$ cat src/rtl/core/assert_macros.svh
`ifndef ASSERT_MACROS_SVH
`define ASSERT_MACROS_SVH

// Check that a condition holds at every clock edge outside reset.
`define ASSERT_ALWAYS(label, clk, rst, cond, msg) \
  label: assert property (@(posedge clk) disable iff (rst) (cond)) else $error(msg);

// Check a same-cycle implication.
`define ASSERT_IMPLY(label, clk, rst, ante, cons, msg) \
  label: assert property (@(posedge clk) disable iff (rst) (ante) |-> (cons)) else $error(msg);

// Check a next-cycle implication.
`define ASSERT_NEXT(label, clk, rst, ante, cons, msg) \
  label: assert property (@(posedge clk) disable iff (rst) (ante) |=> (cons)) else $error(msg);

`endif

$ cat src/rtl/core/gslm_pkg.sv
package gslm_pkg;

  localparam int SAMPLE_W   = 16;
  localparam int LEVEL_W    = 15;
  localparam int GAIN_W     = 16;
  localparam int TALLY_W    = 10;
  localparam int CFG_IDX_W  = 4;
  localparam int CFG_DATA_W = 16;

  localparam int MAX_FRAME_SAMPLES_DEF = 512;

  // Serial multiply/divide unit widths
  localparam int MD_ACC_W = 48;
  localparam int MD_SH_W  = 32;
  localparam int MD_DIV_W = 33;
  localparam int MD_CNT_W = 6;

  // Register indexes
  localparam logic [CFG_IDX_W-1:0] REG_GAIN_NUM     = 4'd0;
  localparam logic [CFG_IDX_W-1:0] REG_GAIN_DEN     = 4'd1;
  localparam logic [CFG_IDX_W-1:0] REG_MAX_GAIN_NUM = 4'd2;
  localparam logic [CFG_IDX_W-1:0] REG_MAX_GAIN_DEN = 4'd3;
  localparam logic [CFG_IDX_W-1:0] REG_KNEE         = 4'd4;
  localparam logic [CFG_IDX_W-1:0] REG_LIMIT        = 4'd5;
  localparam logic [CFG_IDX_W-1:0] REG_AVG_THRESH   = 4'd6;
  localparam logic [CFG_IDX_W-1:0] REG_PEAK_THRESH  = 4'd7;

  // Register reset values
  localparam logic [GAIN_W-1:0]  GAIN_RST        = 16'd1;
  localparam logic [LEVEL_W-1:0] KNEE_RST        = 15'd24000;
  localparam logic [LEVEL_W-1:0] LIMIT_RST       = 15'd30000;
  localparam logic [LEVEL_W-1:0] AVG_THRESH_RST  = 15'd600;
  localparam logic [LEVEL_W-1:0] PEAK_THRESH_RST = 15'd1200;

  typedef enum logic {
    MD_MUL,
    MD_DIV
  } md_op_t;

  typedef struct packed {
    md_op_t                op;
    logic [MD_ACC_W-1:0]   a;
    logic [MD_SH_W-1:0]    b;
    logic [MD_DIV_W-1:0]   v;
    logic [MD_CNT_W-1:0]   n;
  } md_req_t;

  typedef struct packed {
    logic               acc;
    logic               close;
    logic               hit;
    logic               aud;
    logic [LEVEL_W-1:0] mag;
  } meter_ctl_t;

  typedef struct packed {
    logic signed [SAMPLE_W-1:0] in_sample;
    logic                       frame_end;
  } in_word_t;

  typedef struct packed {
    logic signed [SAMPLE_W-1:0] out_sample;
    logic                       sample_kept;
    logic                       stats_valid;
    logic [LEVEL_W-1:0]         average_level;
    logic [LEVEL_W-1:0]         peak_level;
    logic                       audible;
    logic [TALLY_W-1:0]         limited_samples;
    logic                       audible_ever;
  } out_word_t;

endpackage

$ cat src/rtl/core/gslm_muldiv.sv
module gslm_muldiv (
  input  logic                              clk,
  input  logic                              rst,
  input  logic                              start,
  input  gslm_pkg::md_req_t                 req,
  output logic                              busy,
  output logic                              done,
  output logic [gslm_pkg::MD_ACC_W-1:0]     result
);
  import gslm_pkg::*;

  md_op_t              op;
  logic [MD_ACC_W-1:0] acc;
  logic [MD_ACC_W-1:0] opnd;
  logic [MD_SH_W-1:0]  sh;
  logic [MD_CNT_W-1:0] cnt;
  logic [MD_DIV_W:0]   rem_sh;
  logic [MD_DIV_W:0]   rem_diff;
  logic                rem_ge;

  // Restoring divide step: shift in the next dividend bit, trial subtract.
  always_comb begin
    rem_sh   = {acc[MD_DIV_W-1:0], sh[MD_SH_W-1]};
    rem_diff = rem_sh - {1'b0, opnd[MD_DIV_W-1:0]};
    rem_ge   = (rem_sh >= {1'b0, opnd[MD_DIV_W-1:0]});
  end

  assign result = (op == MD_MUL) ? acc : MD_ACC_W'(sh);

  always_ff @(posedge clk) begin
    if (rst) begin
      busy <= 1'b0;
      done <= 1'b0;
    end else begin
      done <= 1'b0;
      if (start) begin
        busy <= 1'b1;
      end else if (busy && cnt == MD_CNT_W'(1)) begin
        busy <= 1'b0;
        done <= 1'b1;
      end
    end
  end

  always_ff @(posedge clk) begin
    if (start) begin
      op  <= req.op;
      cnt <= req.n;
      sh  <= req.b;
      if (req.op == MD_MUL) begin
        acc  <= '0;
        opnd <= req.a;
      end else begin
        acc  <= req.a;
        opnd <= MD_ACC_W'(req.v);
      end
    end else if (busy) begin
      cnt <= cnt - MD_CNT_W'(1);
      if (op == MD_MUL) begin
        if (sh[0]) begin
          acc <= acc + opnd;
        end
        opnd <= {opnd[MD_ACC_W-2:0], 1'b0};
        sh   <= {1'b0, sh[MD_SH_W-1:1]};
      end else begin
        if (rem_ge) begin
          acc <= MD_ACC_W'(rem_diff[MD_DIV_W-1:0]);
        end else begin
          acc <= MD_ACC_W'(rem_sh[MD_DIV_W-1:0]);
        end
        sh <= {sh[MD_SH_W-2:0], rem_ge};
      end
    end
  end

endmodule

$ cat src/rtl/core/gslm_meter.sv
module gslm_meter #(
  parameter  int MAX_FRAME_SAMPLES = gslm_pkg::MAX_FRAME_SAMPLES_DEF,
  localparam int CNT_W = $clog2(MAX_FRAME_SAMPLES + 1),
  localparam int SUM_W = gslm_pkg::LEVEL_W + CNT_W
) (
  input  logic                          clk,
  input  logic                          rst,
  input  gslm_pkg::meter_ctl_t          ctl,
  output logic [SUM_W-1:0]              sum,
  output logic [gslm_pkg::LEVEL_W-1:0]  peak,
  output logic [CNT_W-1:0]              count,
  output logic [CNT_W-1:0]              tally,
  output logic                          seen,
  output logic                          full
);
  import gslm_pkg::*;

  assign full = (count >= CNT_W'(MAX_FRAME_SAMPLES));

  always_ff @(posedge clk) begin
    if (rst) begin
      sum   <= '0;
      peak  <= '0;
      count <= '0;
      tally <= '0;
      seen  <= 1'b0;
    end else if (ctl.close) begin
      sum   <= '0;
      peak  <= '0;
      count <= '0;
      tally <= '0;
      if (ctl.aud) begin
        seen <= 1'b1;
      end
    end else if (ctl.acc) begin
      sum   <= sum + SUM_W'(ctl.mag);
      count <= count + CNT_W'(1);
      if (ctl.mag > peak) begin
        peak <= ctl.mag;
      end
      if (ctl.hit) begin
        tally <= tally + CNT_W'(1);
      end
    end
  end

endmodule

$ cat src/rtl/core/gain_soft_limiter_level_meter.sv
// A word above the knee takes longer than one below it; a frame-end word adds the
// average and report steps, the first word after a gain register write adds the cap
// recompute, and a word past the frame cap skips the gain and limiter steps.
// A new word is taken only once the last one is loaded for output; one shared bit-serial
// multiply/divide unit does all the arithmetic. Reset (rst, synchronous): registers to
// their defaults, meter cleared, output empty; the block takes words in the next cycle.
`include "assert_macros.svh"

module gain_soft_limiter_level_meter #(
  parameter int MAX_FRAME_SAMPLES = gslm_pkg::MAX_FRAME_SAMPLES_DEF
) (
  input  logic                               clk,
  input  logic                               rst,
  // sample input channel
  input  logic                               in_valid,
  output logic                               in_stall,
  input  gslm_pkg::in_word_t                 in_data,
  // result output channel
  output logic                               out_valid,
  input  logic                               out_stall,
  output gslm_pkg::out_word_t                out_data,
  // register write channel
  input  logic                               cfg_valid,
  output logic                               cfg_ready,
  input  logic [gslm_pkg::CFG_IDX_W-1:0]     cfg_index,
  input  logic [gslm_pkg::CFG_DATA_W-1:0]    cfg_data
);
  import gslm_pkg::*;

  localparam int CNT_W = $clog2(MAX_FRAME_SAMPLES + 1);
  localparam int SUM_W = LEVEL_W + CNT_W;

  typedef enum logic [3:0] {
    S_IDLE,
    S_CAP1,
    S_CAP2,
    S_SC_MUL,
    S_SC_DIV,
    S_LIM_MUL,
    S_LIM_DIV,
    S_UPDATE,
    S_AVG,
    S_REPORT,
    S_EMIT
  } state_t;

  // ---------------------------------------------------------------------------
  // Configuration registers. Writes are taken whenever out of reset; unknown
  // indexes drop. A write to any gain register marks the capped ratio stale,
  // so the next kept sample recomputes it before scaling.
  // ---------------------------------------------------------------------------
  logic [GAIN_W-1:0]  ratio_num;
  logic [GAIN_W-1:0]  ratio_den;
  logic [GAIN_W-1:0]  max_num;
  logic [GAIN_W-1:0]  max_den;
  logic [LEVEL_W-1:0] knee;
  logic [LEVEL_W-1:0] out_limit;
  logic [LEVEL_W-1:0] avg_thresh;
  logic [LEVEL_W-1:0] peak_thresh;
  logic               cap_stale;
  logic               cap_clear;
  logic               cfg_write;

  assign cfg_ready = !rst;
  assign cfg_write = cfg_valid && cfg_ready;

  always_ff @(posedge clk) begin
    if (rst) begin
      ratio_num   <= GAIN_RST;
      ratio_den   <= GAIN_RST;
      max_num     <= GAIN_RST;
      max_den     <= GAIN_RST;
      knee        <= KNEE_RST;
      out_limit   <= LIMIT_RST;
      avg_thresh  <= AVG_THRESH_RST;
      peak_thresh <= PEAK_THRESH_RST;
      cap_stale   <= 1'b1;
    end else begin
      if (cap_clear) begin
        cap_stale <= 1'b0;
      end
      if (cfg_write) begin
        case (cfg_index)
          REG_GAIN_NUM: begin
            ratio_num <= cfg_data;
            cap_stale <= 1'b1;
          end
          REG_GAIN_DEN: begin
            ratio_den <= cfg_data;
            cap_stale <= 1'b1;
          end
          REG_MAX_GAIN_NUM: begin
            max_num   <= cfg_data;
            cap_stale <= 1'b1;
          end
          REG_MAX_GAIN_DEN: begin
            max_den   <= cfg_data;
            cap_stale <= 1'b1;
          end
          REG_KNEE:        knee        <= cfg_data[LEVEL_W-1:0];
          REG_LIMIT:       out_limit   <= cfg_data[LEVEL_W-1:0];
          REG_AVG_THRESH:  avg_thresh  <= cfg_data[LEVEL_W-1:0];
          REG_PEAK_THRESH: peak_thresh <= cfg_data[LEVEL_W-1:0];
          default: ;
        endcase
      end
    end
  end

  // Zero denominators count as one.
  logic [GAIN_W-1:0] den_eff;
  logic [GAIN_W-1:0] mden_eff;
  assign den_eff  = (ratio_den == '0) ? GAIN_W'(1) : ratio_den;
  assign mden_eff = (max_den == '0) ? GAIN_W'(1) : max_den;

  // ---------------------------------------------------------------------------
  // Sequencer registers
  // ---------------------------------------------------------------------------
  state_t               state;
  logic                 issued;      // current step's operation already started
  logic                 neg;
  logic [SAMPLE_W:0]    in_mag;      // holds 32768 for the most negative sample
  logic                 frame_end_r;
  logic                 kept;
  logic [LEVEL_W-1:0]   mag_r;
  logic                 hit_r;
  logic [MD_ACC_W-1:0]  work;        // product, then limiter overshoot / product
  logic [MD_DIV_W-1:0]  dvs;         // limiter divisor: overshoot + range
  logic [2*GAIN_W-1:0]  p1;          // num * max_den for the cap compare
  logic [GAIN_W-1:0]    gnum;        // capped gain ratio
  logic [GAIN_W-1:0]    gden;
  logic [LEVEL_W-1:0]   avg_r;
  logic [LEVEL_W-1:0]   rep_peak;
  logic [CNT_W-1:0]     rep_tally;
  logic                 rep_aud;

  // Shared serial unit
  logic                 md_start;
  md_req_t              md_req;
  logic                 md_busy;
  logic                 md_done;
  logic [MD_ACC_W-1:0]  md_result;

  // Meter
  meter_ctl_t           mctl;
  logic [SUM_W-1:0]     m_sum;
  logic [LEVEL_W-1:0]   m_peak;
  logic [CNT_W-1:0]     m_count;
  logic [CNT_W-1:0]     m_tally;
  logic                 m_seen;
  logic                 m_full;

  logic [SAMPLE_W:0]    in_ext;
  logic [SAMPLE_W:0]    in_mag_c;
  logic [MD_SH_W-1:0]   scaled;
  logic [LEVEL_W-1:0]   knee_range;
  logic                 aud_now;

  assign in_stall = rst || (state != S_IDLE);

  // Magnitude of the incoming sample; sign is restored on the way out.
  assign in_ext   = {in_data.in_sample[SAMPLE_W-1], in_data.in_sample};
  assign in_mag_c = in_data.in_sample[SAMPLE_W-1] ? ((SAMPLE_W + 1)'(0) - in_ext) : in_ext;

  assign scaled     = md_result[MD_SH_W-1:0];
  assign knee_range = out_limit - knee;
  assign aud_now    = (avg_r >= avg_thresh) || (m_peak >= peak_thresh);
  assign cap_clear  = (state == S_CAP2) && md_done;

  // ---------------------------------------------------------------------------
  // Operation requests for the shared unit. Each compute step issues one
  // operation in its first cycle and moves on when the unit reports done.
  // ---------------------------------------------------------------------------
  always_comb begin
    md_req    = '{op: MD_MUL, a: '0, b: '0, v: '0, n: '0};
    md_start  = 1'b0;
    case (state)
      S_CAP1: begin
        // num * max_den
        md_req.a = MD_ACC_W'(ratio_num);
        md_req.b = MD_SH_W'(mden_eff);
        md_req.n = MD_CNT_W'(GAIN_W);
        md_start = !issued;
      end
      S_CAP2: begin
        // max_num * den
        md_req.a = MD_ACC_W'(max_num);
        md_req.b = MD_SH_W'(den_eff);
        md_req.n = MD_CNT_W'(GAIN_W);
        md_start = !issued;
      end
      S_SC_MUL: begin
        md_req.a = MD_ACC_W'(in_mag);
        md_req.b = MD_SH_W'(gnum);
        md_req.n = MD_CNT_W'(GAIN_W);
        md_start = !issued;
      end
      S_SC_DIV: begin
        // full 32-bit quotient, remainder starts at zero
        md_req.op = MD_DIV;
        md_req.b  = work[MD_SH_W-1:0];
        md_req.v  = MD_DIV_W'(gden);
        md_req.n  = MD_CNT_W'(MD_SH_W);
        md_start  = !issued;
      end
      S_LIM_MUL: begin
        // overshoot * range
        md_req.a = MD_ACC_W'(work[MD_SH_W-1:0]);
        md_req.b = MD_SH_W'(knee_range);
        md_req.n = MD_CNT_W'(LEVEL_W);
        md_start = !issued;
      end
      S_LIM_DIV: begin
        // Quotient is below range, so only the low LEVEL_W bits are worked:
        // preload the remainder with the upper dividend bits.
        md_req.op = MD_DIV;
        md_req.a  = MD_ACC_W'(work[MD_ACC_W-1:LEVEL_W]);
        md_req.b  = {work[LEVEL_W-1:0], {(MD_SH_W - LEVEL_W){1'b0}}};
        md_req.v  = dvs;
        md_req.n  = MD_CNT_W'(LEVEL_W);
        md_start  = !issued;
      end
      S_AVG: begin
        // Mean of 15-bit magnitudes fits in 15 bits: same preload trick.
        md_req.op = MD_DIV;
        md_req.a  = MD_ACC_W'(m_sum[SUM_W-1:LEVEL_W]);
        md_req.b  = {m_sum[LEVEL_W-1:0], {(MD_SH_W - LEVEL_W){1'b0}}};
        md_req.v  = MD_DIV_W'(m_count);
        md_req.n  = MD_CNT_W'(LEVEL_W);
        md_start  = !issued && (m_count != '0);
      end
      default: ;
    endcase
  end

  gslm_muldiv u_muldiv (
    .clk    (clk),
    .rst    (rst),
    .start  (md_start),
    .req    (md_req),
    .busy   (md_busy),
    .done   (md_done),
    .result (md_result)
  );

  // Accumulate a kept sample in UPDATE; close the frame in REPORT.
  always_comb begin
    mctl.acc   = (state == S_UPDATE) && kept;
    mctl.close = (state == S_REPORT);
    mctl.hit   = hit_r;
    mctl.aud   = aud_now;
    mctl.mag   = mag_r;
  end

  gslm_meter #(
    .MAX_FRAME_SAMPLES (MAX_FRAME_SAMPLES)
  ) u_meter (
    .clk   (clk),
    .rst   (rst),
    .ctl   (mctl),
    .sum   (m_sum),
    .peak  (m_peak),
    .count (m_count),
    .tally (m_tally),
    .seen  (m_seen),
    .full  (m_full)
  );

  // ---------------------------------------------------------------------------
  // Sequencer. Flow per word:
  //   IDLE -> [CAP1 -> CAP2] -> SC_MUL -> SC_DIV -> [LIM_MUL -> LIM_DIV]
  //        -> UPDATE -> [AVG -> REPORT] -> EMIT
  // A word past the frame cap jumps from IDLE straight to UPDATE with
  // nothing to accumulate.
  // ---------------------------------------------------------------------------
  always_ff @(posedge clk) begin
    if (rst) begin
      state     <= S_IDLE;
      issued    <= 1'b0;
      out_valid <= 1'b0;
    end else begin
      if (md_start) begin
        issued <= 1'b1;
      end
      if (md_done) begin
        issued <= 1'b0;
      end
      // drop the output word once taken; EMIT reloads it on its own
      if (out_valid && !out_stall && state != S_EMIT) begin
        out_valid <= 1'b0;
      end

      case (state)
        S_IDLE: begin
          if (in_valid) begin
            neg         <= in_data.in_sample[SAMPLE_W-1];
            in_mag      <= in_mag_c;
            frame_end_r <= in_data.frame_end;
            mag_r       <= '0;
            hit_r       <= 1'b0;
            if (m_full) begin
              kept  <= 1'b0;
              state <= S_UPDATE;
            end else begin
              kept  <= 1'b1;
              state <= cap_stale ? S_CAP1 : S_SC_MUL;
            end
          end
        end

        S_CAP1: begin
          if (md_done) begin
            p1    <= md_result[2*GAIN_W-1:0];
            state <= S_CAP2;
          end
        end

        S_CAP2: begin
          // use the cap ratio when num/den exceeds max_num/max_den
          if (md_done) begin
            if (p1 > md_result[2*GAIN_W-1:0]) begin
              gnum <= max_num;
              gden <= mden_eff;
            end else begin
              gnum <= ratio_num;
              gden <= den_eff;
            end
            state <= S_SC_MUL;
          end
        end

        S_SC_MUL: begin
          if (md_done) begin
            work  <= md_result;
            state <= S_SC_DIV;
          end
        end

        S_SC_DIV: begin
          if (md_done) begin
            if (out_limit == '0) begin
              // silent output, not counted as limited
              mag_r <= '0;
              hit_r <= 1'b0;
              state <= S_UPDATE;
            end else if (scaled <= MD_SH_W'(knee) || knee >= out_limit) begin
              // below the knee, or no knee: hard clamp only
              if (scaled > MD_SH_W'(out_limit)) begin
                mag_r <= out_limit;
                hit_r <= 1'b1;
              end else begin
                mag_r <= scaled[LEVEL_W-1:0];
                hit_r <= 1'b0;
              end
              state <= S_UPDATE;
            end else begin
              // soft knee: hold the overshoot above the knee
              work  <= MD_ACC_W'(scaled - MD_SH_W'(knee));
              state <= S_LIM_MUL;
            end
          end
        end

        S_LIM_MUL: begin
          if (md_done) begin
            dvs   <= MD_DIV_W'(work[MD_SH_W-1:0]) + MD_DIV_W'(knee_range);
            work  <= md_result;
            state <= S_LIM_DIV;
          end
        end

        S_LIM_DIV: begin
          if (md_done) begin
            // quotient < range, so knee + quotient stays below the limit
            mag_r <= knee + md_result[LEVEL_W-1:0];
            hit_r <= 1'b1;
            state <= S_UPDATE;
          end
        end

        S_UPDATE: begin
          state <= frame_end_r ? S_AVG : S_EMIT;
        end

        S_AVG: begin
          if (m_count == '0) begin
            avg_r <= '0;
            state <= S_REPORT;
          end else if (md_done) begin
            avg_r <= md_result[LEVEL_W-1:0];
            state <= S_REPORT;
          end
        end

        S_REPORT: begin
          // snapshot frame stats; the meter clears on this edge
          rep_peak  <= m_peak;
          rep_tally <= m_tally;
          rep_aud   <= aud_now;
          state     <= S_EMIT;
        end

        S_EMIT: begin
          if (!out_valid || !out_stall) begin
            out_valid <= 1'b1;
            if (neg && mag_r != '0) begin
              out_data.out_sample <= SAMPLE_W'(0) - SAMPLE_W'(mag_r);
            end else begin
              out_data.out_sample <= SAMPLE_W'(mag_r);
            end
            out_data.sample_kept     <= kept;
            out_data.stats_valid     <= frame_end_r;
            out_data.average_level   <= frame_end_r ? avg_r : '0;
            out_data.peak_level      <= frame_end_r ? rep_peak : '0;
            out_data.audible         <= frame_end_r && rep_aud;
            out_data.limited_samples <= frame_end_r ? TALLY_W'(rep_tally) : '0;
            out_data.audible_ever    <= m_seen;
            state                    <= S_IDLE;
          end
        end

        default: state <= S_IDLE;
      endcase
    end
  end

  // ---------------------------------------------------------------------------
  // Assertions
  // ---------------------------------------------------------------------------
  `ASSERT_NEXT(a_accept_busy, clk, rst, in_valid && !in_stall, in_stall, "input not held")
  `ASSERT_IMPLY(a_md_free, clk, rst, md_start, !md_busy, "serial unit started while busy")
  `ASSERT_ALWAYS(a_count_cap, clk, rst, m_count <= CNT_W'(MAX_FRAME_SAMPLES), "count past cap")
  `ASSERT_ALWAYS(a_tally_le_count, clk, rst, m_tally <= m_count, "tally above count")

endmodule

$ cat config.mk
export PLATFORM = sky130hd
export DESIGN_NAME = gain_soft_limiter_level_meter
export DESIGN_NICKNAME = d
export VERILOG_FILES = /design/src/rtl/core/gslm_pkg.sv /design/src/rtl/core/gslm_muldiv.sv /design/src/rtl/core/gslm_meter.sv /design/src/rtl/core/gain_soft_limiter_level_meter.sv
export VERILOG_INCLUDE_DIRS = /design/src /design/src/rtl/core
export SDC_FILE = /design/constraint.sdc
export NUM_CORES = 2
export LEC_CHECK = 0
export ABC_AREA = 1
export BUFFER_PORTS_ARGS = -buffer_cell sky130_fd_sc_hd__buf_2
export CORE_ASPECT_RATIO = 0.8
export CORE_MARGIN = 2
export CORE_UTILIZATION = 33
export CTS_CLUSTER_SIZE = 28
export DETAILED_ROUTE_END_ITERATION = 7
export SLEW_MARGIN = 30
export SYNTH_ARGS = -nofsm -noshare
export SYNTH_HDL_FRONTEND = slang
export SYNTH_SLANG_ARGS = --single-unit
$ cat constraint.sdc
create_clock -name clk -period 10.47 [get_ports clk]
set_input_delay 0 -clock clk [delete_from_list [all_inputs] [get_ports clk]]
set_output_delay 0 -clock clk [all_outputs]
set_load 0.005 [all_outputs]
==> results.py <==
metrics = {
    "grt": {
        "grt_first_pass_wirelength_microns": 220800,
        "grtUsageTotal": 0.2466,
        "grt_remaining_overflow": 0,
        "grt_max_degree": 76,
        "grt_antenna_before_repair": 9,
        "grt_pass1_vias": 32900,
    },
    "routing": {
        "drtPass1Iterations": 6,
        "drtIter0Drc": 4907,
        "vias_per_cell": 5.440,
        "antenna_left": 0,
        "drt_wl_total_microns": 151100,
        "drc_errors": 0,
        "vias": 36315,
        "wl_per_cell_microns": 22.63,
    },
    "final_layout": {
        "stdcell_count": 6676,
        "areaGrowthSynthToFinish_pct": 13.32,
        "fill_cells": 11955,
        "final_nets": 5385,
        "drive_gt1_frac": 0.06368,
        "final_common_cell": "nand2_1",
        "finish.utilization": 0.3763,
        "final_cell_mix": "1146 x nand2_1, 648 x inv_1, 418 x a21oi_1, 417 x nor2_1, 417 x edfxtp_1",
    },
    "die": {
        "fp.dieW_microns": 386.7,
        "die_h_microns": 310.2,
        "start_util": 0.3321,
        "rows": 112,
        "core_region_area_sq_um": 116500,
        "die_area_sq_um": 119900,
        "boundaryPins": 105,
    },
    "critical_path": {
        "cp_common_cell": "nand2_1",
        "r2r_slack_ns": 5.67,
        "worst-path-max-fanout": 60,
        "crit-reg2reg-launch": "u_muldiv.op$_DFFE_PP_",
        "crit_start": "u_muldiv.op$_DFFE_PP_",
        "reg2regPathDepth": 15,
        "worst-path-buf-inv": 4,
        "required_ns": 10.81,
        "cp-start-kind": "flip-flop",
        "cp_top_family": "buffers and inverters",
        "max_stage_delay_ns": 0.67,
        "worst-path-stages": 15,
        "slowest_stage": "a21oi_1",
        "cp.arrival_ns": 5.15,
        "endpoint_kind": "flip-flop",
        "crit_chain": "buf_4 > inv_2 > a21oi_1 > inv_1 > ha_1 > nand2_1 > nand2_1 > a21oi_1 > nand2_1 > a21oi_1 > nand3_1 > nand3_2 > nand2_1 > a31oi_1 > buf_4",
        "worstSetupPathType": "reg2reg",
    },
    "power": {
        "p_leak_nw": 18.67,
        "ir_drop_v": 0.0002717,
        "p_per_area_nw_per_um2": 323.3,
    },
    "timing": {
        "drv_slew": 0,
        "slew-limit-headroom": 0.2755,
        "fin_worst_skew_ns": 0.04400,
        "worst_pin_slew_ns": 1.075,
        "setup_violations": 0,
        "rsz0062_at_grt": "false",
        "fin_crit_ns": 4.801,
        "setup_tns_ns": 0,
        "min_period_over_period": 0.4586,
        "fmax_mhz": 208.3,
        "finalHoldViolCount": 0,
    },
    "synth": {
        "async_flop_share": 0,
        "synth_ff_type": "edfxtp_1",
        "synth_cells": 4951,
        "synth_edf_count": 417,
        "synth_nets": 5256,
        "synth.distinct_cells": 62,
        "synth_seq_cells": 611,
        "syn-mean-instance-area_sq_um": 7.810,
        "syn_area_sq_um": 38670,
        "yosysWarnings": 0,
        "yosysSeqAreaShare": 0.4243,
    },
    "placement": {
        "dp.cells": 6485,
        "place_congestion": 1.014,
        "dpl.hpwl_microns": 117000,
        "portBuffers": 104,
    },
    "run_status": {
        "run_status": "finished clean",
    },
    "clock_network": {
        "ctsHtreeMaxLevel": 3,
        "ctsResizeCount": 0,
        "insertion_delay_ns": 0.67,
        "clock_sinks": 611,
        "clock_path_buffers": 3,
        "clk_pin_slew_worst_paths_ns": 0.06,
        "clockRootBuffer": "clkbuf_16",
        "tritoncts": "built",
        "cts_buffers": 72,
    },
    "min_path": {
        "min-delay-start": "in_data[0]",
        "hp-class": "in2reg",
        "worstHoldPathCells": 2,
    },
    "run": {
        "drv_cap": 0,
    },
}
[cell usage after synthesis (all sizes together), types with 41 or more instances]
master / number / area (sq um)
clkbuf: 99 / 371.6
inv: 658 / 2472
nor3: 57 / 300.3
edfxtp: 417 / 12520
o21ai: 429 / 2158
nand2: 1161 / 4403
xnor2: 41 / 359.1
ha: 256 / 3203
nand3: 265 / 1336
o211ai: 50 / 375.4
a21oi: 421 / 2111
buf: 57 / 341.6
xor2: 93 / 814.5
dfxtp: 194 / 3884
nand4: 54 / 337.8
nor2: 441 / 1700
[per-stage QoR]
step	hold WS (ns)	total power, mW	area [sq um]	setup WS, ns
final	0.07562	14.17	43820	5.669
after global routing	0.05830	15.06	43810	5.311
after CTS	0.007162	13.92	43800	5.702
after detailed placement	0.1841	11.30	40860	5.730
after global placement	0.1787	11.30	40830	5.709
after floorplan	0.09887	8.766	38670	5.068
[where the power goes]
part	total [mW]	internal (mW)	switching (mW)
clock	2.57	1.46	1.11
combinational	7.72	2.23	5.49
sequential	3.87	3.39	0.483
total	14.2	7.09	7.08
[worst reg2reg max path, delay by kind of cell (launching register included)]
kind	cells	cell delay, ns
AOI/OAI and AO/OA	4	1.42
adders and majority gates	1	0.43
buffers and inverters	4	1.61
and+or+nand+nor	6	0.70
DFF	1	0.32
[registers in the layout, summed over array words and instances, names as in the netlist, 16 cells and up]
name / cells
p1: 32
u_muldiv.acc: 48
work: 48
max_den: 16
gden: 16
dvs: 33
max_num: 16
u_meter.sum: 25
gnum: 16
ratio_den: 16
out_data: 60
in_mag: 17
u_muldiv.sh: 32
ratio_num: 16
u_muldiv.opnd: 48
[metal layers]
layer / GRT usage / share of wire
met5: 0 / 0.00027
met4: 0.05417 / 0.021
met3: 0.07228 / 0.13
met2: 0.3353 / 0.38
met1: 0.3769 / 0.47
[final timing paths]
path | endpoint
worst max-delay path | mag_r[7]$_DFFE_PP_
worst min-delay path | frame_end_r$_DFFE_PP_
worst max register to register | mag_r[7]$_DFFE_PP_
worst min register to register | out_data[0]$_DFFE_PP_
[cell families after synthesis]
| group | count (synthesis) | synth area share |
|---|---|---|
| buffers and inverters | 819 | 0.08287 |
| AO/OA/AOI/OAI | 1074 | 0.1543 |
| XOR/XNOR | 134 | 0.03035 |
| flip-flops | 611 | 0.4243 |
| AND/OR/NAND/NOR | 2049 | 0.2217 |
| other | 1 | 0.00009698 |
| adder cells (fa/ha/maj) | 263 | 0.08646 |
[what timing repair did]
item | in CTS | in global routing
endpoints found under the setup margin | 0 | 0
buffers inserted | 0 | 0
hold endpoints to repair | 146 | 4
hold buffers | 59 | 1
[cell type report]
class	count	area, sq um	share of cell area
multi-input cells	3521	19150	0.4369
inverters	663	2492	0.05688
well taps	1539	1926	0.04395
flip-flops and latches	611	16410	0.3744
repair buffers	211	1494	0.03409
clock buffers	97	2012	0.04592
diodes	2	5.005	0.0001142
clock inverters	32	337.8	0.007710
Note: power is estimated with default switching activity, not from simulation.
